===== src/rtl/core/ldds_pkg.sv =====
package ldds_pkg;

  localparam int NUM_SOCKETS_DEF = 16;
  localparam int INBOX_DEPTH_DEF = 64;

  localparam logic [15:0] FIRST_FREE_PORT_RST = 16'd49152;

  typedef enum logic [1:0] {
    OP_BIND = 2'd0,
    OP_SEND = 2'd1,
    OP_TAKE = 2'd2,
    OP_PEEK = 2'd3
  } op_t;

  typedef enum logic [1:0] {
    REG_LOSS   = 2'd0,
    REG_LAT    = 2'd1,
    REG_JITTER = 2'd2,
    REG_PORT   = 2'd3
  } reg_idx_t;

  localparam logic [2:0] ST_OK      = 3'd0;
  localparam logic [2:0] ST_UNAVAIL = 3'd1;
  localparam logic [2:0] ST_BUSY    = 3'd2;
  localparam logic [2:0] ST_DROPPED = 3'd3;
  localparam logic [2:0] ST_NONE    = 3'd4;
  localparam logic [2:0] ST_FULL    = 3'd5;

  // endpoint lookup token
  typedef struct packed {
    logic        valid;
    logic [31:0] addr;
    logic [15:0] port;
    logic [3:0]  sock;
    logic        found;
    logic        bound;
  } sock_pkt_t;

  // inbox search token
  typedef struct packed {
    logic        valid;
    logic [3:0]  key;
    logic        found;
    logic [62:0] due;
    logic [31:0] seq;
    logic [47:0] sender;
    logic [15:0] tag;
    logic        free_found;
  } inbox_pkt_t;

endpackage


===== src/rtl/core/ldds_sock_cell.sv =====
module ldds_sock_cell #(
  parameter int NUM_SOCKETS = 16,
  parameter int IDX = 0
) (
  input  logic                             clk,
  input  logic                             rst,
  input  ldds_pkg::sock_pkt_t              pin,
  input  logic [$clog2(NUM_SOCKETS)-1:0]   oin,
  output ldds_pkg::sock_pkt_t              pout,
  output logic [$clog2(NUM_SOCKETS)-1:0]   oout,
  input  logic                             we,
  input  logic [3:0]                       wr_sock,
  input  logic [31:0]                      wr_addr,
  input  logic [15:0]                      wr_port
);
  import ldds_pkg::*;

  localparam int SW = $clog2(NUM_SOCKETS);

  logic        flag;
  logic [31:0] addr;
  logic [15:0] port;
  logic        hit;
  logic        mine;

  assign mine = (int'(wr_sock) == IDX);
  assign hit  = flag && (addr == pin.addr) && (port == pin.port) && !pin.found;

  always_ff @(posedge clk) begin
    if (rst) begin
      flag <= 1'b0;
    end else if (we && mine) begin
      flag <= 1'b1;
    end
  end

  always_ff @(posedge clk) begin
    if (we && mine) begin
      addr <= wr_addr;
      port <= wr_port;
    end
  end

  always_ff @(posedge clk) begin
    if (rst) begin
      pout.valid <= 1'b0;
    end else begin
      pout.valid <= pin.valid;
    end
    pout.addr  <= pin.addr;
    pout.port  <= pin.port;
    pout.sock  <= pin.sock;
    pout.found <= pin.found || hit;
    pout.bound <= (int'(pin.sock) == IDX) ? flag : pin.bound;
    oout       <= hit ? SW'(IDX) : oin;
  end

endmodule


===== config.mk =====
export PLATFORM = sky130hd
export DESIGN_NAME = ldds_sock_cell
export DESIGN_NICKNAME = d
export VERILOG_FILES = /design/src/rtl/core/ldds_pkg.sv /design/src/rtl/core/ldds_sock_cell.sv
export SDC_FILE = /design/constraint.sdc
export NUM_CORES = 1
export LEC_CHECK = 0
export BUFFER_PORTS_ARGS = -buffer_cell sky130_fd_sc_hd__buf_2
export CAP_MARGIN = 10
export CELL_PAD_IN_SITES_DETAIL_PLACEMENT = 1
export CELL_PAD_IN_SITES_GLOBAL_PLACEMENT = 1
export CORE_MARGIN = 1.5
export CORE_UTILIZATION = 39
export CTS_BUF_LIST = sky130_fd_sc_hd__clkbuf_4 sky130_fd_sc_hd__clkbuf_8
export CTS_CLUSTER_DIAMETER = 80
export DETAILED_ROUTE_END_ITERATION = 10
export PLACE_DENSITY = 0.9
export SLEW_MARGIN = 20
export SYNTH_ARGS = -nofsm -noshare
export SYNTH_HDL_FRONTEND = slang
export SYNTH_SLANG_ARGS = --single-unit
export TNS_END_PERCENT = 10

===== constraint.sdc =====
create_clock -name clk -period 10.4 [get_ports clk]
set_clock_uncertainty 0.15 [all_clocks]
set_input_delay 2.08 -clock clk [delete_from_list [all_inputs] [get_ports clk]]
set_output_delay 2.08 -clock clk [all_outputs]
set_load 0.05 [all_outputs]

==> metrics.md, run 1 <==
| Metric | Value |
|---|---|
| Post-Synth Simple-Gate Area | 0.0662 |
| Period utilization | 0.338 |
| Drt wl/cell | 15.7 µm |
| Vias per cell | 4.50 |
| Slowest CP cell | nor4_1 |
| Ranking of synthesized cells by area | edfxtp_1 (43%), dfxtp_1 (36%), xor2_1 (7.4%) |
| Layout cell share with drive strength beyond 1 | 0.504 |
| Critical Path AT | 3570 ps |
| Leakage | between 0.0015 and 0.002 µW |
| Placed standard-cell area | 0.00433 mm² |
| First-pass GRT wire length | between 10000 and 15000 µm |
| Main combinational cell family by area after synthesis | XOR/XNOR gates |
| H-tree depth | 3 |
| Post-route cell area | around 0.0045 mm² |
| Cell chain of the critical path | buf_2, xor2_1, nor4_1, nand4_1, nor4_2, a21boi_0 |
| Vias in the first global route | about 2400 |
| Post-synthesis sequential area ratio | 0.794 |
| CTS clk-pin slew, worst paths | roughly 90 ps |
| Achievable Freq | between 200 and 300 MHz |
| Antenna violations before repair | 0 |
| Mean Syn Cell Area | ~17 µm² |
| Max clock buf depth | 2 |
| DRC errors left | 0 |
| Synth-to-layout area growth | 35.9% |
| Die W | about 95 µm |
| Yosys synthesis warning count | 0 |
| I/O Pins | between 150 and 200 |
| # rows | 33 |
| Gate count of the mapped netlist | about 200 |
| CTS root buf | clkbuf_8 |
| Worst-Skew Late Latency | around 350 ps |
| Final TNS setup | 0 ps |
| # diodes | 0 |
| Tightest Pin Transition | between 600 and 700 ps |
| Post-synth EDFFs | 48 |
| CTS tree | done |
| Total Wirelength | around 7700 µm |
| Mux cell area share after synthesis | 0.00338 |
| Fin util | 0.548 |
| HPWL Detailed | 6160 µm |
| Total congestion overflow | 0 |
| Die height | between 90 and 100 µm |
| Commonest non-fill, non-tap cell in the layout | buf_2 |
| DRT iter0 DRCs | 36 |
| RSZ-0062 raised after global routing | false |
| Mapped Nets | between 300 and 400 |
| Mapped Area | 0.00333 mm² |
| Status | complete, no violations |
| Post-synthesis xor/xnor area fraction | 0.100 |
| # port buffers | about 170 |
| Hold Fails Final Rpt | 0 |
| Core area | 0.00826 mm² |
| Num CTS Buffers | 9 |
| Startpoint types | primary input |
| Setup repair bufs after CTS | 0 |
| Total Power | about 800 µW |
| DIE AREA | just over 0.009 mm² |
| Most frequent cells in the layout | buf_2 (172), dfxtp_1 (60), edfxtp_1 (48) |
| Synth area leader | edfxtp_1 |
| Compound-Gate Fraction of Synth Area | 0.0308 |
| Clock Sinks | about 110 |
| Resized cells post-CTS | 0 |
| Hold crit path type | register to register |
| WS Path Type | primary input to register |
| Fin crit period | approximately 3500 ps |
| Max_slew headroom | 0.573 |
| Largest net degree at the start of global routing | 50 |
| Max Slew Vio Count | 0 |
| Setup violators final | 0 |
| Max VDD drop | 0.0771 mV |
| Fin nets | 496 |
| Final-layout fill cell count | approximately 870 |
| Adder-cell share of the synthesized area | 0 |
| Crit path max fanout | 5 |
| Post-synth cell types | 23 |
| FFs w/ async S/R, synth | 0 |
| Yosys reg bits | ~110 |
| Hold Buf Count CTS | 0 |
| CP Capture Type | register |
| Initial Utilization | 0.403 |
| Max Cap Viol | 0 |
| Power per cell area | 177 mW/mm² |
| Area share of the leading cell type in the synthesized netlist | 0.433 |
| GRT Util Overall | 0.170 |
| GPL Wtd Cong | 0.707 |
| Post-synth top flop | dfxtp_1 |
| Pre-antenna DRT Iters | 4 |
| Largest stage delay, worst path | about 440 ps |
| Worst Path Required | roughly 10000 ps |
| Total number of vias | about 2200 |
| Antenna-violating nets left | 0 |
==> registers in the layout, indices dropped and copies added, names as in the netlist <==
signal	count
flag	1
port	16
oout	4
pout	55
addr	32
==> through the flow <==
step           worst slack [ps]  hold WS (ps)  instances
6_report                   6890           362        492
5_1_grt                    6770           406        492
4_1_cts                    6880           369        492
3_5_place_dp               6510           356        476
3_3_place_gp               6610           343        476
2_1_floorplan              4190           307        198
==> worst max-delay path: cells and delay by family <==
kind	cells	cell delay (ps)
compound gates	1	170
xor+xnor	1	160
buf+inv	1	110
simple gates	3	1050
==> area by class of cell <==
cell class / instances / area, µm² / area share
Sequential cell: 108 / 2640 / 0.584
Clock inverter: 4 / 32.5 / 0.00719
Inverter: 5 / 18.8 / 0.00415
Multi-Input combinational cell: 85 / 672 / 0.149
Timing Repair Buffer: 173 / 868 / 0.192
Tap cell: 105 / 131 / 0.0290
Clock buffer: 12 / 159 / 0.0351
==> kinds of logic (layout without fill, tap and decap cells) <==
family                    Yosys count  in the layout
DFF                               108            108
xor gates and xnor gates           38             38
and+or+nand+nor                    36             36
AOI/OAI and AO/OA                  10             10
buffers and inverters               5            194
muxes                               1              1
==> cell usage after synthesis, types with 2 or more instances <==
library cell / number
a2111oi_2: 2
nand3_1: 2
edfxtp_1: 48
nor4_1: 7
xor2_1: 28
o2111a_1: 3
nor2b_1: 3
nand2_1: 2
nand2b_1: 9
inv_1: 5
a21boi_0: 4
xnor2_1: 10
nand4_1: 4
nor2_1: 3
dfxtp_1: 60
==> routing by layer <==
metal  up-vias  global-route usage  routed length (µm)
li1       1063                   -                   -
met1      1052               0.170                2680
met2        94               0.334                4410
met3         6              0.0415                 557
met4         0              0.0613                  81
met5         -                   0                   0
==> report_power, final <==
| group | internal (µW) | switching, µW | total, µW |
|---|---|---|---|
| combinational | 31.1 | 65.5 | 96.6 |
| clock | 105 | 137 | 241 |
| sequential | 459 | 4.36 | 463 |
==> final timing paths <==
kind              to  startpoint  cells after the start  slack [ps]
min             flag        flag                      2         360
max          oout[0]      pin[6]                      6        6890
max reg2reg  oout[0]     port[0]                      5        8330
min reg2reg     flag        flag                      2         360
(Power assumes the default switching activity.)
==> run 2: changes to the inputs <==
--- a/config.mk
+++ b/config.mk
@@ -10,11 +10,11 @@
 export CELL_PAD_IN_SITES_DETAIL_PLACEMENT = 1
 export CELL_PAD_IN_SITES_GLOBAL_PLACEMENT = 1
 export CORE_MARGIN = 1.5
-export CORE_UTILIZATION = 39
+export CORE_UTILIZATION = 32
 export CTS_BUF_LIST = sky130_fd_sc_hd__clkbuf_4 sky130_fd_sc_hd__clkbuf_8
 export CTS_CLUSTER_DIAMETER = 80
 export DETAILED_ROUTE_END_ITERATION = 10
-export PLACE_DENSITY = 0.9
+export PLACE_DENSITY = 0.79
 export SLEW_MARGIN = 20
 export SYNTH_ARGS = -nofsm -noshare
 export SYNTH_HDL_FRONTEND = slang
==> constraint.sdc (replaced) <==
create_clock -name clk -period 3.1 [get_ports clk]
set_clock_uncertainty 0.15 [all_clocks]
set_input_delay 0.62 -clock clk [delete_from_list [all_inputs] [get_ports clk]]
set_output_delay 0.62 -clock clk [all_outputs]
set_load 0.05 [all_outputs]
==> run 2 against run 1 <==
First-iteration DRC count grew 86%. Critical endpoint is now oout[1]. Routed wire length increased by 0.41%. Cell count is 6.3% higher. Largest cell class unchanged. Core utilization down 9.8 points. Register-to-register slack worse by 7400 ps. Final area increased by 1.2%. Total power increased to 3.4 times the previous value. Sequential cell count is the same.
==> metrics.md, run 2 (synthesis results as in run 1) <==
| Metric | Value |
|---|---|
| Hold Crit Depth | 1 |
| Fin nets | slightly below 500 |
| WP buf/inv | 0 |
| Drt wl/cell | roughly 15 µm |
| Worst-Skew Late Latency | 350 ps |
| # diodes | 0 |
| Worst path top cell family by delay | simple AND/OR/NAND/NOR gates |
| Max Slew Vio Count | 0 |
| First-pass GRT wire length | 11900 µm |
| Clock share of power | 0.314 |
| Vias per cell | approximately 4.2 |
| Final-layout fill cell count | roughly 1100 |
| Clock Sinks | between 100 and 150 |
| Layout cell share with drive strength beyond 1 | 0.504 |
| Setup repair bufs after CTS | 0 |
| R2R Path Start | addr[19] |
| Die height | 105 µm |
| Sequential share of power | 0.567 |
| Total number of vias | approximately 2200 |
| Critical Path AT | between 2000 and 2500 ps |
| Die W | approximately 100 µm |
| Slowest CP cell | nor4_2 |
| HPWL Detailed | 6220 µm |
| Synth-to-layout area growth | 37.5% |
| Largest stage delay, worst path | around 470 ps |
| Commonest non-fill, non-tap cell in the layout | buf_2 |
| Final TNS setup | 0 ps |
| Antenna-violating nets left | 0 |
| Fin crit period | 2120 ps |
| Antenna violations before repair | 0 |
| Resized cells post-CTS | 0 |
| Core area | between 0.01 and 0.015 mm² |
| DRC errors left | 0 |
| Switch share | 0.255 |
| Largest registers | pout (55), addr (32), port (16) |
| Max_slew headroom | 0.576 |
| GRT Util Overall | 0.142 |
| Vias in the first global route | between 2000 and 2500 |
| Initial Utilization | 0.327 |
| WP depth | 5 |
| Cell chain of the critical path | xor2_1, nor4_1, nand4_1, nor4_2, a21boi_0 |
| Status | complete, no violations |
| RSZ-0062 raised after global routing | false |
| Comb pwr share | 0.119 |
| Max reg flops | 55 |
| CTS root buf | clkbuf_8 |
| Hold Path Sink | pout[41] |
| CTS clk-pin slew, worst paths | about 100 ps |
| Most frequent cells in the layout | buf_2 (172), dfxtp_1 (60), edfxtp_1 (48) |
| I/O Pins | around 170 |
| Num CTS Buffers | 9 |
| Hold Buf Count CTS | 0 |
| Internal | around 2000 µW |
| Largest net degree at the start of global routing | 50 |
| WS Path Type | register to register |
| Hold Fails Final Rpt | 0 |
| Total congestion overflow | 0 |
| Worst Path Required | between 3000 and 4000 ps |
| Sw Pwr | around 700 µW |
| GPL Wtd Cong | a little under 0.7 |
| DIE AREA | roughly 0.011 mm² |
| Reg2reg setup slack | between 900 and 1000 ps |
| Reg-to-Reg End | oout[1] |
| Tightest Pin Transition | between 600 and 700 ps |
| Power per cell area | ~600 mW/mm² |
| Fin util | 0.449 |
| Period utilization | 0.685 |
| Achievable Freq | approximately 470 MHz |
| Biggest register | pout |
| Total Wirelength | just under 8000 µm |
| # rows | 37 |
| H-tree depth | 3 |
| DRT iter0 DRCs | 67 |
| Max VDD drop | ~0.27 mV |
| Startpoint types | register |
| Max clock buf depth | 2 |
| Min-delay src | pin[41] |
| Pre-antenna DRT Iters | 4 |
| Hold crit path type | primary input to register |
| Leakage | approximately 0.0020 µW |
| Reg2Reg Depth | 5 |
| CP Capture Type | register |
| # port buffers | 172 |
| CTS tree | done |
| Max Cap Viol | 0 |
| Setup violators final | 0 |
| Crit path max fanout | 5 |
-- run 2: final cells by class --
| type | count | area [µm²] | share of cell area |
|---|---|---|---|
| Sequential cell | 108 | 2640 | 0.577 |
| Multi-Input combinational cell | 85 | 678 | 0.148 |
| Tap cell | 136 | 170 | 0.0372 |
| Clock buffer | 11 | 139 | 0.0303 |
| Timing Repair Buffer | 173 | 868 | 0.190 |
| Clock inverter | 5 | 60.1 | 0.0131 |
| Inverter | 5 | 18.8 | 0.00410 |
-- run 2: worst max path at each step --
| stage | end | from | slack [ps] |
|---|---|---|---|
| floorplan | addr[0] | wr_sock[1] | 570 |
| global placement | oout[3] | pin[41] | 610 |
| detailed placement | oout[1] | pin[41] | 550 |
| CTS | oout[1] | addr[19] | 900 |
| global route | oout[1] | addr[14] | 760 |
| finish | oout[1] | addr[19] | 980 |
-- run 2: through the flow --
stage,setup slack (ps),instance area [µm²],hold WS (ps),total power (µW),std cells
after detailed placement,552,4380,342,1920,507
after CTS,904,4580,208,2790,523
final,977,4580,233,2740,523
after floorplan,572,3340,307,1770,198
after global routing,755,4580,211,2850,523
after global placement,613,4380,342,1910,507
-- run 2: worst register-to-register path, delay by kind of cell, from the launching register on --
kind             cells  cell delay (ps)
XOR/XNOR             1              150
AND/OR/NAND/NOR      3             1080
flip-flops           1              390
AO/OA/AOI/OAI        1              200
-- run 2: per-layer routing --
layer	track usage	vias up	wire length, µm
met5	0	-	0
met4	0.0470	0	66
met2	0.276	96	4300
met3	0.0362	7	433
li1	-	1062	-
met1	0.147	1026	2960
-- run 2: power by group through the flow --
stage                     clock network, µW  registers [µW]  logic, µW
after CTS                               903            1550        330
after detailed placement                  0            1590        329
after global routing                    949            1560        345
after floorplan                           0            1730       42.9
after global placement                    0            1580        322
final                                   859            1550        326
