## src/rtl/core/ldds_pkg.sv

```systemverilog
package ldds_pkg;

  localparam int NUM_SOCKETS_DEF = 16;
  localparam int INBOX_DEPTH_DEF = 64;

  localparam logic [15:0] FIRST_FREE_PORT_RST = 16'd49152;

  typedef enum logic [1:0] {
    OP_BIND = 2'd0,
    OP_SEND = 2'd1,
    OP_TAKE = 2'd2,
    OP_PEEK = 2'd3
  } op_t;

  typedef enum logic [1:0] {
    REG_LOSS   = 2'd0,
    REG_LAT    = 2'd1,
    REG_JITTER = 2'd2,
    REG_PORT   = 2'd3
  } reg_idx_t;

  localparam logic [2:0] ST_OK      = 3'd0;
  localparam logic [2:0] ST_UNAVAIL = 3'd1;
  localparam logic [2:0] ST_BUSY    = 3'd2;
  localparam logic [2:0] ST_DROPPED = 3'd3;
  localparam logic [2:0] ST_NONE    = 3'd4;
  localparam logic [2:0] ST_FULL    = 3'd5;

  // endpoint lookup token
  typedef struct packed {
    logic        valid;
    logic [31:0] addr;
    logic [15:0] port;
    logic [3:0]  sock;
    logic        found;
    logic        bound;
  } sock_pkt_t;

  // inbox search token
  typedef struct packed {
    logic        valid;
    logic [3:0]  key;
    logic        found;
    logic [62:0] due;
    logic [31:0] seq;
    logic [47:0] sender;
    logic [15:0] tag;
    logic        free_found;
  } inbox_pkt_t;

endpackage

```

## src/rtl/core/ldds_inbox_cell.sv

```systemverilog
module ldds_inbox_cell #(
  parameter int NUM_SOCKETS = 16,
  parameter int INBOX_DEPTH = 64,
  parameter int IDX = 0
) (
  input  logic                             clk,
  input  logic                             rst,
  input  ldds_pkg::inbox_pkt_t             pin,
  input  logic [$clog2(INBOX_DEPTH)-1:0]   bin,
  input  logic [$clog2(INBOX_DEPTH)-1:0]   fin,
  output ldds_pkg::inbox_pkt_t             pout,
  output logic [$clog2(INBOX_DEPTH)-1:0]   bout,
  output logic [$clog2(INBOX_DEPTH)-1:0]   fout,
  input  logic                             we,
  input  logic                             clr,
  input  logic [$clog2(INBOX_DEPTH)-1:0]   wr_idx,
  input  logic [$clog2(NUM_SOCKETS)-1:0]   wr_owner,
  input  logic [62:0]                      wr_due,
  input  logic [31:0]                      wr_seq,
  input  logic [47:0]                      wr_sender,
  input  logic [15:0]                      wr_tag
);
  import ldds_pkg::*;

  localparam int IW = $clog2(INBOX_DEPTH);
  localparam int SW = $clog2(NUM_SOCKETS);
  localparam int KW = (SW > 4) ? SW : 4;

  logic          vld;
  logic [SW-1:0] owner;
  logic [62:0]   due;
  logic [31:0]   seq;
  logic [47:0]   sender;
  logic [15:0]   tag;
  logic          mine;
  logic          better;
  logic          take_free;

  assign mine = (wr_idx == IW'(IDX));
  assign better = vld && (KW'(owner) == KW'(pin.key)) &&
                  (!pin.found || (due < pin.due) || ((due == pin.due) && (seq < pin.seq)));
  assign take_free = !vld && !pin.free_found;

  always_ff @(posedge clk) begin
    if (rst) begin
      vld <= 1'b0;
    end else if (we && mine) begin
      vld <= 1'b1;
    end else if (clr && mine) begin
      vld <= 1'b0;
    end
  end

  always_ff @(posedge clk) begin
    if (we && mine) begin
      owner  <= wr_owner;
      due    <= wr_due;
      seq    <= wr_seq;
      sender <= wr_sender;
      tag    <= wr_tag;
    end
  end

  always_ff @(posedge clk) begin
    if (rst) begin
      pout.valid <= 1'b0;
    end else begin
      pout.valid <= pin.valid;
    end
    pout.key        <= pin.key;
    pout.found      <= pin.found || better;
    pout.due        <= better ? due : pin.due;
    pout.seq        <= better ? seq : pin.seq;
    pout.sender     <= better ? sender : pin.sender;
    pout.tag        <= better ? tag : pin.tag;
    pout.free_found <= pin.free_found || take_free;
    bout            <= better ? IW'(IDX) : bin;
    fout            <= take_free ? IW'(IDX) : fin;
  end

endmodule

```

## config.mk

```make
export PLATFORM = sky130hd
export DESIGN_NAME = ldds_inbox_cell
export DESIGN_NICKNAME = d
export VERILOG_FILES = /design/src/rtl/core/ldds_pkg.sv /design/src/rtl/core/ldds_inbox_cell.sv
export SDC_FILE = /design/constraint.sdc
export NUM_CORES = 1
export LEC_CHECK = 0
export ABC_AREA = 1
export BUFFER_PORTS_ARGS = -buffer_cell sky130_fd_sc_hd__buf_4
export CAP_MARGIN = 10
export CORE_AREA = 2 2 207 209
export CTS_CLUSTER_DIAMETER = 200
export CTS_CLUSTER_SIZE = 14
export DETAILED_ROUTE_END_ITERATION = 10
export DIE_AREA = 0 0 209 211
export PLACE_DENSITY = 0.59
export REMOVE_ABC_BUFFERS = 1
export SLEW_MARGIN = 20
export SYNTH_ARGS = -nofsm -noshare
export SYNTH_HDL_FRONTEND = slang
export SYNTH_SLANG_ARGS = --single-unit
export TNS_END_PERCENT = 20
```

## constraint.sdc

```tcl
create_clock -name clk -period 4 [get_ports clk]
set_input_delay 0 -clock clk [delete_from_list [all_inputs] [get_ports clk]]
set_output_delay 0 -clock clk [all_outputs]
set_load 0.005 [all_outputs]
```

==> impl_metrics.toml, run 1 <==
[synthesis]
ys_warn_count = 0
yosysTopAreaCell = "edfxtp_1"
ys_types = 28
async_reset_ff_share_pct = 0
synth_most_common_cell = "nand2_1"
syn_area_um2 = 13530
synth_top_area_share_pct = 36.18
ys_top_cells_by_count = "nand2_1, dfxtp_1, nand3_1"
yosys-top-cells-area = "edfxtp_1, dfxtp_1, nand2_1"
ys_ff_latch = 342
avgSynthCellArea_um2 = 9.941
yosysSeqAreaShare_pct = 62.67
syn-instance-count = 1361
synth-edff-count = 163
synth_flop_cell = "dfxtp_1"

[sta]
max_freq_ghz = 0.3399
fin_worst_skew_ps = 20.57
finalHoldViolations = 0
period_needed_ps = 2942
rsz0062_at_grt = "false"
slew_viol_final = 0
tightest_slew_ps = 985.1
setup_tns_ps = 0
period_share_pct = 73.56
setup_viol_count_final = 0
whs_ps = 118.6
slew_headroom_pct = 34.33

[outcome]
status = "finished, final reports clean"

[layout]
filler_cell_count = 3549
drive_gt1_share_pct = 25.54
num-nets-final = 2663
area_growth_pct = 65.03
fin_area_um2 = 22330

[grt]
grt_overflow = 0
antenna_found_initial = 4
grt_pass1_wl_um = 69720
grt_max_degree = 160
track_usage_pct = 20.10
grt_pass1_vias = 13170

[floorplanning]
die_h_um = 211
dieWidth_um = 209
std_cell_rows = 75
ios = 529
start_util_pct = 32.40
coreArea_um2 = 41760
dieArea_um2 = 44100

[place]
gp_congestion = 0.8288
port_buffers = 528
dp_hpwl_um = 30200
dpl-instance-area_um2 = 18070

[drt]
vias = 12410
drtPass1Iterations = 5
wirelength_um = 45580
wire_per_inst_um = 16.36
viasPerCell = 4.456
ant_nets = 0
drt_iter0_drc = 609
drc_errors = 0

[critical_path]
arrival_ps = 3450
crit_path_start_kind = "flip-flop"
cp-end-kind = "flip-flop"
crit_required_ps = 4510
r2r-start = "due[62]$_DFFE_PP_"
critPathKind = "reg -> reg"
crit_fanout = 159
crit_start = "due[62]$_DFFE_PP_"

[cts]
clock_path_buffers = 3
cts_buffers = 28
post_cts.repair.setup_buffers = 0
cts-root-buf = "clkbuf_16"
cts_tree = "yes"
clk_latency_ps = 570
cts.sinks = 342
htreeDepth = 1
clk_pin_slew_ps = 70

[power]
leakagePower_nw = 10.75
ir_drop_mv = 0.3508
power_w = 0.007428
power_density_nw_per_um2 = 332.7

[job]
drv_cap = 0

[worst_hold_path]
hold_path.startpoint = "pin[161]"
hp-class = "in -> reg"
==> per-layer routing <==
layer / GRT usage [%] / part of all wire [%]
met5: 0 / 0
met4: 7.020 / 3.5
met3: 4.921 / 6.5
met2: 36.09 / 50
met1: 23.35 / 40
==> power by group <==
group | internal, W | total [W] | switching [W]
clock network | 0.00133 | 0.00262 | 0.00129
logic | 0.000637 | 0.00101 | 0.000372
registers | 0.00377 | 0.00380 | 0.0000366
total | 0.00573 | 0.00743 | 0.00170
==> state kept, by name (all words and copies together), names as in the netlist <==
name    cells
seq        32
fout        6
tag        16
pout      166
owner       4
vld         1
sender     48
due        63
bout        6
==> metrics by stage <==
step	setup WS, ps	utilization, %	std cells
global placement	954.7	43.27	2384
CTS	921.6	53.43	2779
detailed placement	920.2	43.27	2384
global route	669.2	53.46	2783
finish	1058	53.47	2785
floorplan	-3546	-	1310
==> placed cells by master, fill, tap and decap left out <==
cell / instances
a21boi_0: 1
a21o_1: 3
a21oi_1: 37
and2_1: 1
buf_12: 5
buf_4: 530
clkbuf_1: 22
clkbuf_16: 28
clkinv_8: 1
dfxtp_1: 179
diode_2: 6
dlygate4sd3_1: 343
edfxtp_1: 163
ha_1: 94
inv_1: 148
inv_2: 1
inv_6: 2
nand2_1: 444
nand2_8: 1
nand3_1: 170
nand3_4: 1
nand4_1: 3
nor2_1: 45
nor2b_1: 1
nor3_1: 2
nor3b_1: 1
nor4_1: 1
nor4_4: 1
o21a_1: 1
o21ai_0: 5
or2_2: 2
xnor2_1: 2
xor2_1: 2
==> worst paths after layout <==
check	cells after the start	slack (ps)	endpoint
setup / recovery	12	1060	pout[33]$_DFF_P_
hold / removal	2	120	pout[161]$_DFF_P_
setup reg to reg	12	1060	pout[33]$_DFF_P_
hold reg to reg	2	470	pout[42]$_DFF_P_
==> kinds of logic (layout without fill, tap and decap cells) <==
group                      Yosys count  in the layout  synth area share (%)
xor gates and xnor gates             4              4                0.2590
buffers and inverters              201           1080                 5.919
and+or+nand+nor                    673            673                 20.63
DFF                                342            342                 62.67
AOI/OAI and AO/OA                   47             47                 1.831
adders and majority gates           94             94                 8.693
other                                0              6                     0
==> cell type report <==
type / instances / area [um2] / area share (%)
inverters: 150 / 568.0 / 2.544
repair buffers: 878 / 7512 / 33.65
flip-flops and latches: 342 / 8478 / 37.97
diodes: 6 / 15.01 / 0.06725
well taps: 539 / 674.4 / 3.020
clock buffers: 50 / 783.3 / 3.508
clock inverters: 2 / 25.02 / 0.1121
multi-input cells: 818 / 4272 / 19.13
==> critical path: stages, from the launching register on <==
cell	delay, ps
edfxtp_1	390
ha_1	320
nand4_1	150
nor2_1	200
nand3_1	230
nor2_1	170
nand2_1	70
nor2_1	90
nand2_1	100
nand3_4	130
buf_12	560
nand3_1	200
nand2_1	140
==> timing repair <==
| action | CTS | global route |
|---|---|---|
| resized for setup | 0 | 0 |
| hold buffers | 343 | 0 |
| endpoints found under the hold margin | 342 | 0 |
| endpoints found under the setup margin | 0 | 0 |
(Power assumes the default switching activity.)
==> run 2, diff against run 1 <==
- CORE_AREA: 2 2 207 209 -> 2 2 208 210
- DIE_AREA: 0 0 209 211 -> 0 0 210 212
- PLACE_DENSITY: 0.59 -> 0.57
- clock period: 4 -> 3 ns (I/O delays scaled with it)
==> impl_metrics.toml, run 2 (same netlist as run 1, synthesis figures left out) <==
[outcome]
status = "finished, final reports clean"

[layout]
final_cell_mix = "buf_4, nand2_1, dlygate4sd3_1, dfxtp_1, nand3_1"
area_growth_pct = 66.28
top_regs = "pout (166), due (63), sender (48)"
largest_reg_flops = 166
filler_cell_count = 3685
regMostFlops = "pout"
layout_commonest_cell = "buf_4"
fin_cells = 2797
antenna_cells = 0
fin_util_pct = 52.93
regArea_um2 = 8478
drive_gt1_share_pct = 25.99
multiInputGateArea_um2 = 4277
num-nets-final = 2675

[power]
clkPwrFrac_pct = 35.3
p_switching_w = 0.002248
leakagePower_nw = 10.84
intPower_w = 0.007683
p_seq_share_pct = 51.1
p_sw_share_pct = 22.64
ir_drop_mv = 0.4181
power_w = 0.009931
pwr-share-comb_pct = 13.6
power_density_nw_per_um2 = 441.5

[cts]
cts_buffers = 28
cts_tree = "yes"
cts-root-buf = "clkbuf_16"
clk_pin_slew_ps = 70
clock_path_buffers = 3
cts.sinks = 342
clk_latency_ps = 570
post_cts.repair.setup_buffers = 0
htreeDepth = 1

[critical_path]
path_buf_inv = 1
crit_fanout = 60
critical-path-max-stage-delay_ps = 390
crit_slowest_cell = "edfxtp_1"
crit_path_start_kind = "flip-flop"
critPathKind = "reg -> reg"
critPathTopFamily = "simple AND/OR/NAND/NOR gates"
worstPathCellList = "ha_1, nand2_1, nor2_1, nand2_1, nor2_1, nand2_1, nor2_1, nand2_1, nor2_1, nand2_1, nand3_4, nand2_8, buf_12, nand2_1, nand2_1"
cp-end-kind = "flip-flop"
timing.critical_path.mode_cell = "nand2_1"
crit_required_ps = 3450
r2r_slack_ps = 230
arrival_ps = 3230

[grt]
grt_max_degree = 75
grt_use_met1_pct = 23.43
track_usage_pct = 19.90
grt_pass1_vias = 13000
grtUsageMet2_pct = 36.13
grt_overflow = 0
top_usage_layer = "met2"
met3_usage_pct = 4.210
antenna_found_initial = 0
grt_pass1_wl_um = 69500

[drt]
drc_errors = 0
drtPass1Iterations = 5
wirelength_um = 46300
drt_iter0_drc = 573
vias = 12450
viasPerCell = 4.453
wire_per_inst_um = 16.55
ant_nets = 0

[sta]
setup_viol_count_final = 0
finalHoldViolations = 0
setup_tns_ps = 0
slew_viol_final = 0
max_freq_ghz = 0.3604
slew_headroom_pct = 57.05
fin_worst_skew_ps = 14.91
tightest_slew_ps = 644.2
period_share_pct = 92.50
period_needed_ps = 2775

[place]
port_buffers = 528
dp_hpwl_um = 31500
dp.cells = 2402
gp_congestion = 0.8432

[floorplanning]
ios = 529
dieArea_um2 = 44520
dieWidth_um = 210
start_util_pct = 31.83
coreArea_um2 = 42510
die_h_um = 212
std_cell_rows = 76

[job]
drv_cap = 0

[worst_hold_path]
hp-class = "in -> reg"
## run 2: cell types whose count changed in the layout (fill, tap and decap cells not counted), moves of 2 or more
cell       before  now
buf_4         530  537
diode_2         6    0
clkbuf_16      28   30
buf_12          5    8
## run 2: cell type report
type / count / area share (%)
tap: 546 / 3.037
clock buffer: 50 / 3.576
inverter: 150 / 2.525
timing repair buffer: 890 / 34.13
clock inverter: 1 / 0.03893
sequential: 342 / 37.69
multi-input combinational: 818 / 19.01
## run 2: worst paths after layout
check | from | cells past startpoint | end
setup / recovery | due[14]$_DFFE_PP_ | 15 | pout[139]$_DFF_P_
hold / removal | pin[161] | 2 | pout[161]$_DFF_P_
setup reg to reg | due[14]$_DFFE_PP_ | 15 | pout[139]$_DFF_P_
hold reg to reg | sender[24]$_DFFE_PP_ | 2 | pout[41]$_DFF_P_
## run 2: worst register-to-register path, cell delays in order (launching register included)
cell      delay, ps
edfxtp_1        390
ha_1            310
nand2_1          70
nor2_1          240
nand2_1          80
nor2_1          180
nand2_1         100
nor2_1          100
nand2_1         100
nor2_1           90
nand2_1         130
nand3_4         190
nand2_8         190
buf_12          270
nand2_1         170
nand2_1          60
## run 2: routing by layer
| layer | share of wire (%) | up-vias |
|---|---|---|
| met2 | 51 | 433 |
| met1 | 40 | 5782 |
| met3 | 6.2 | 83 |
| met5 | 0 | - |
| met4 | 2.9 | 0 |
| li1 | - | 6156 |
## run 2: repair_timing
action / 4_1_cts / 5_1_grt
hold buffers: 343 / 0
gates resized for setup: 0 / 2
setup endpoints to repair: 0 / 10
endpoints found under the hold margin: 342 / 0
## run 2: power by group through the flow
stage	sequential (W)	clock (W)	combinational (W)
2_1_floorplan	0.00518	0	0.000263
3_3_place_gp	0.00517	0	0.000954
3_5_place_dp	0.00517	0	0.000969
4_1_cts	0.00507	0.00361	0.00135
5_1_grt	0.00508	0.00378	0.00148
6_report	0.00507	0.00351	0.00135
## run 2: metrics by stage
stage | hold slack [ps] | cell area, um2 | setup slack, ps
after global routing | 93.45 | 22500 | -0.3964
after CTS | 71.74 | 22460 | 211.1
after floorplan | 27.72 | 13290 | -4546
after detailed placement | 126.8 | 18210 | 238.4
final | 103.8 | 22500 | 225.1
after global placement | 124.2 | 18210 | 228.3
==> run 3, diff against run 2 <==
- HOLD_SLACK_MARGIN: unset -> 0.03
- PLACE_DENSITY: 0.57 -> unset
==> impl_metrics.toml, run 3 (same netlist as run 1, synthesis figures left out) <==
[sta]
slew_headroom_pct = 64.52
slew_viol_final = 0
rsz0062_at_grt = "false"
finalHoldViolations = 0
period_share_pct = 89.21
period_needed_ps = 2676
max_freq_ghz = 0.3737
setup_viol_count_final = 0
tightest_slew_ps = 532.2
fin_worst_skew_ps = 19.16
timing.final.ws_setup_ps = 323.7

[cts]
htreeDepth = 1
cts-root-buf = "clkbuf_16"
cts.repair.resized = 0
clk_pin_slew_ps = 70
hold_buffers = 347
cts_buffers = 28
cts.sinks = 342
clk_latency_ps = 570
post_cts.repair.setup_buffers = 0
clock_path_buffers = 3
cts_tree = "yes"

[grt]
track_usage_pct = 20.03
grt_overflow = 0
grt_pass1_wl_um = 69750
antenna_found_initial = 5
grt_pass1_vias = 13150
grt_max_degree = 92

[layout]
multiInputGateArea_um2 = 4272
largest_reg_flops = 166
regMostFlops = "pout"
fin_area_um2 = 22490
layout_commonest_cell = "buf_4"
area_growth_pct = 66.23
final_cell_mix = "buf_4, nand2_1, dlygate4sd3_1, dfxtp_1, nand3_1"
filler_cell_count = 3646
num-nets-final = 2676
fin_util_pct = 52.91
drive_gt1_share_pct = 25.79
regArea_um2 = 8478
top_regs = "pout (166), due (63), sender (48)"

[floorplanning]
die_h_um = 212
std_cell_rows = 76
coreArea_um2 = 42510
ios = 529
start_util_pct = 31.83
dieWidth_um = 210
dieArea_um2 = 44520

[critical_path]
r2r_slack_ps = 320
path_buf_inv = 1
worstPathCellList = "ha_1, nand3_1, nor2_1, nand4_1, a21oi_1, nor2_1, nand2_1, nand3_4, nand2_8, buf_12, nand2_1, nand2_1"
timing.critical_path.mode_cell = "nand2_1"
critPathKind = "reg -> reg"
arrival_ps = 3170
critical-path-max-stage-delay_ps = 390
critPathTopFamily = "simple AND/OR/NAND/NOR gates"
crit_required_ps = 3500
crit_slowest_cell = "edfxtp_1"
crit_path_start_kind = "flip-flop"
crit_fanout = 50
cp-end-kind = "flip-flop"

[job]
drv_cap = 0

[power]
power_w = 0.009949
ir_drop_mv = 0.4020
power_density_nw_per_um2 = 442.4
leakagePower_nw = 10.83

[drt]
vias = 12490
wire_per_inst_um = 16.43
drc_errors = 0
drt-met1-wl_um = 18320
viasPerCell = 4.454
wirelength_um = 46090
ant_nets = 0
drtPass1Iterations = 5
drt_iter0_drc = 592
met3_length_um = 2788
met2_length_um = 23470
top_layer = "met4"

[place]
port_buffers = 528
dpl-instance-area_um2 = 18180
dp_hpwl_um = 30850
gp_congestion = 0.8177
dp_slack_ps = 287.3

[worst_hold_path]
hp-class = "in -> reg"

[outcome]
status = "finished, final reports clean"
[run 3: final cells by class]
cell class	count	share of cell area (%)
multi-input combinational	818	18.99
timing repair buffer	891	34.05
clock buffer	51	3.594
clock inverter	1	0.03894
tap	546	3.038
sequential	342	37.70
inverter	150	2.526
antenna	6	0.06676
[run 3: worst min-delay path: stages]
cell and delay, ps:
buf_4 80, nor3b_1 60, nand2_1 150, inv_6 150
[run 3: per-layer routing]
layer  up-vias  track usage (%)
met1      5824            23.06
met4         0            7.410
met3        90            3.988
li1       6155                -
met2       424            36.75
met5         -                0
[run 3: metrics by stage]
stage               TNS (ps)  instances  hold WS [ps]
floorplan            -921180       1310         27.72
global placement           0       2400         124.3
detailed placement         0       2400         121.4
CTS                        0       2799         49.68
global route               0       2804         78.39
finish                     0       2805         88.14
[run 3: final timing paths]
check	from	end	depth (start not counted)
min	wr_idx[1]	owner[2]$_DFFE_PP_	4
max reg2reg	seq[31]$_DFFE_PP_	pout[17]$_DFF_P_	12
max	seq[31]$_DFFE_PP_	pout[17]$_DFF_P_	12
min reg2reg	sender[30]$_DFFE_PP_	pout[47]$_DFF_P_	2
[run 3: where the power goes]
group | leakage, nW | total [W] | switching, W | internal (W)
clock | 0.388 | 0.00352 | 0.00171 | 0.00181
sequential | 2.98 | 0.00507 | 0.0000481 | 0.00502
combinational | 7.47 | 0.00136 | 0.000501 | 0.000857
total | 10.8 | 0.00995 | 0.00226 | 0.00769
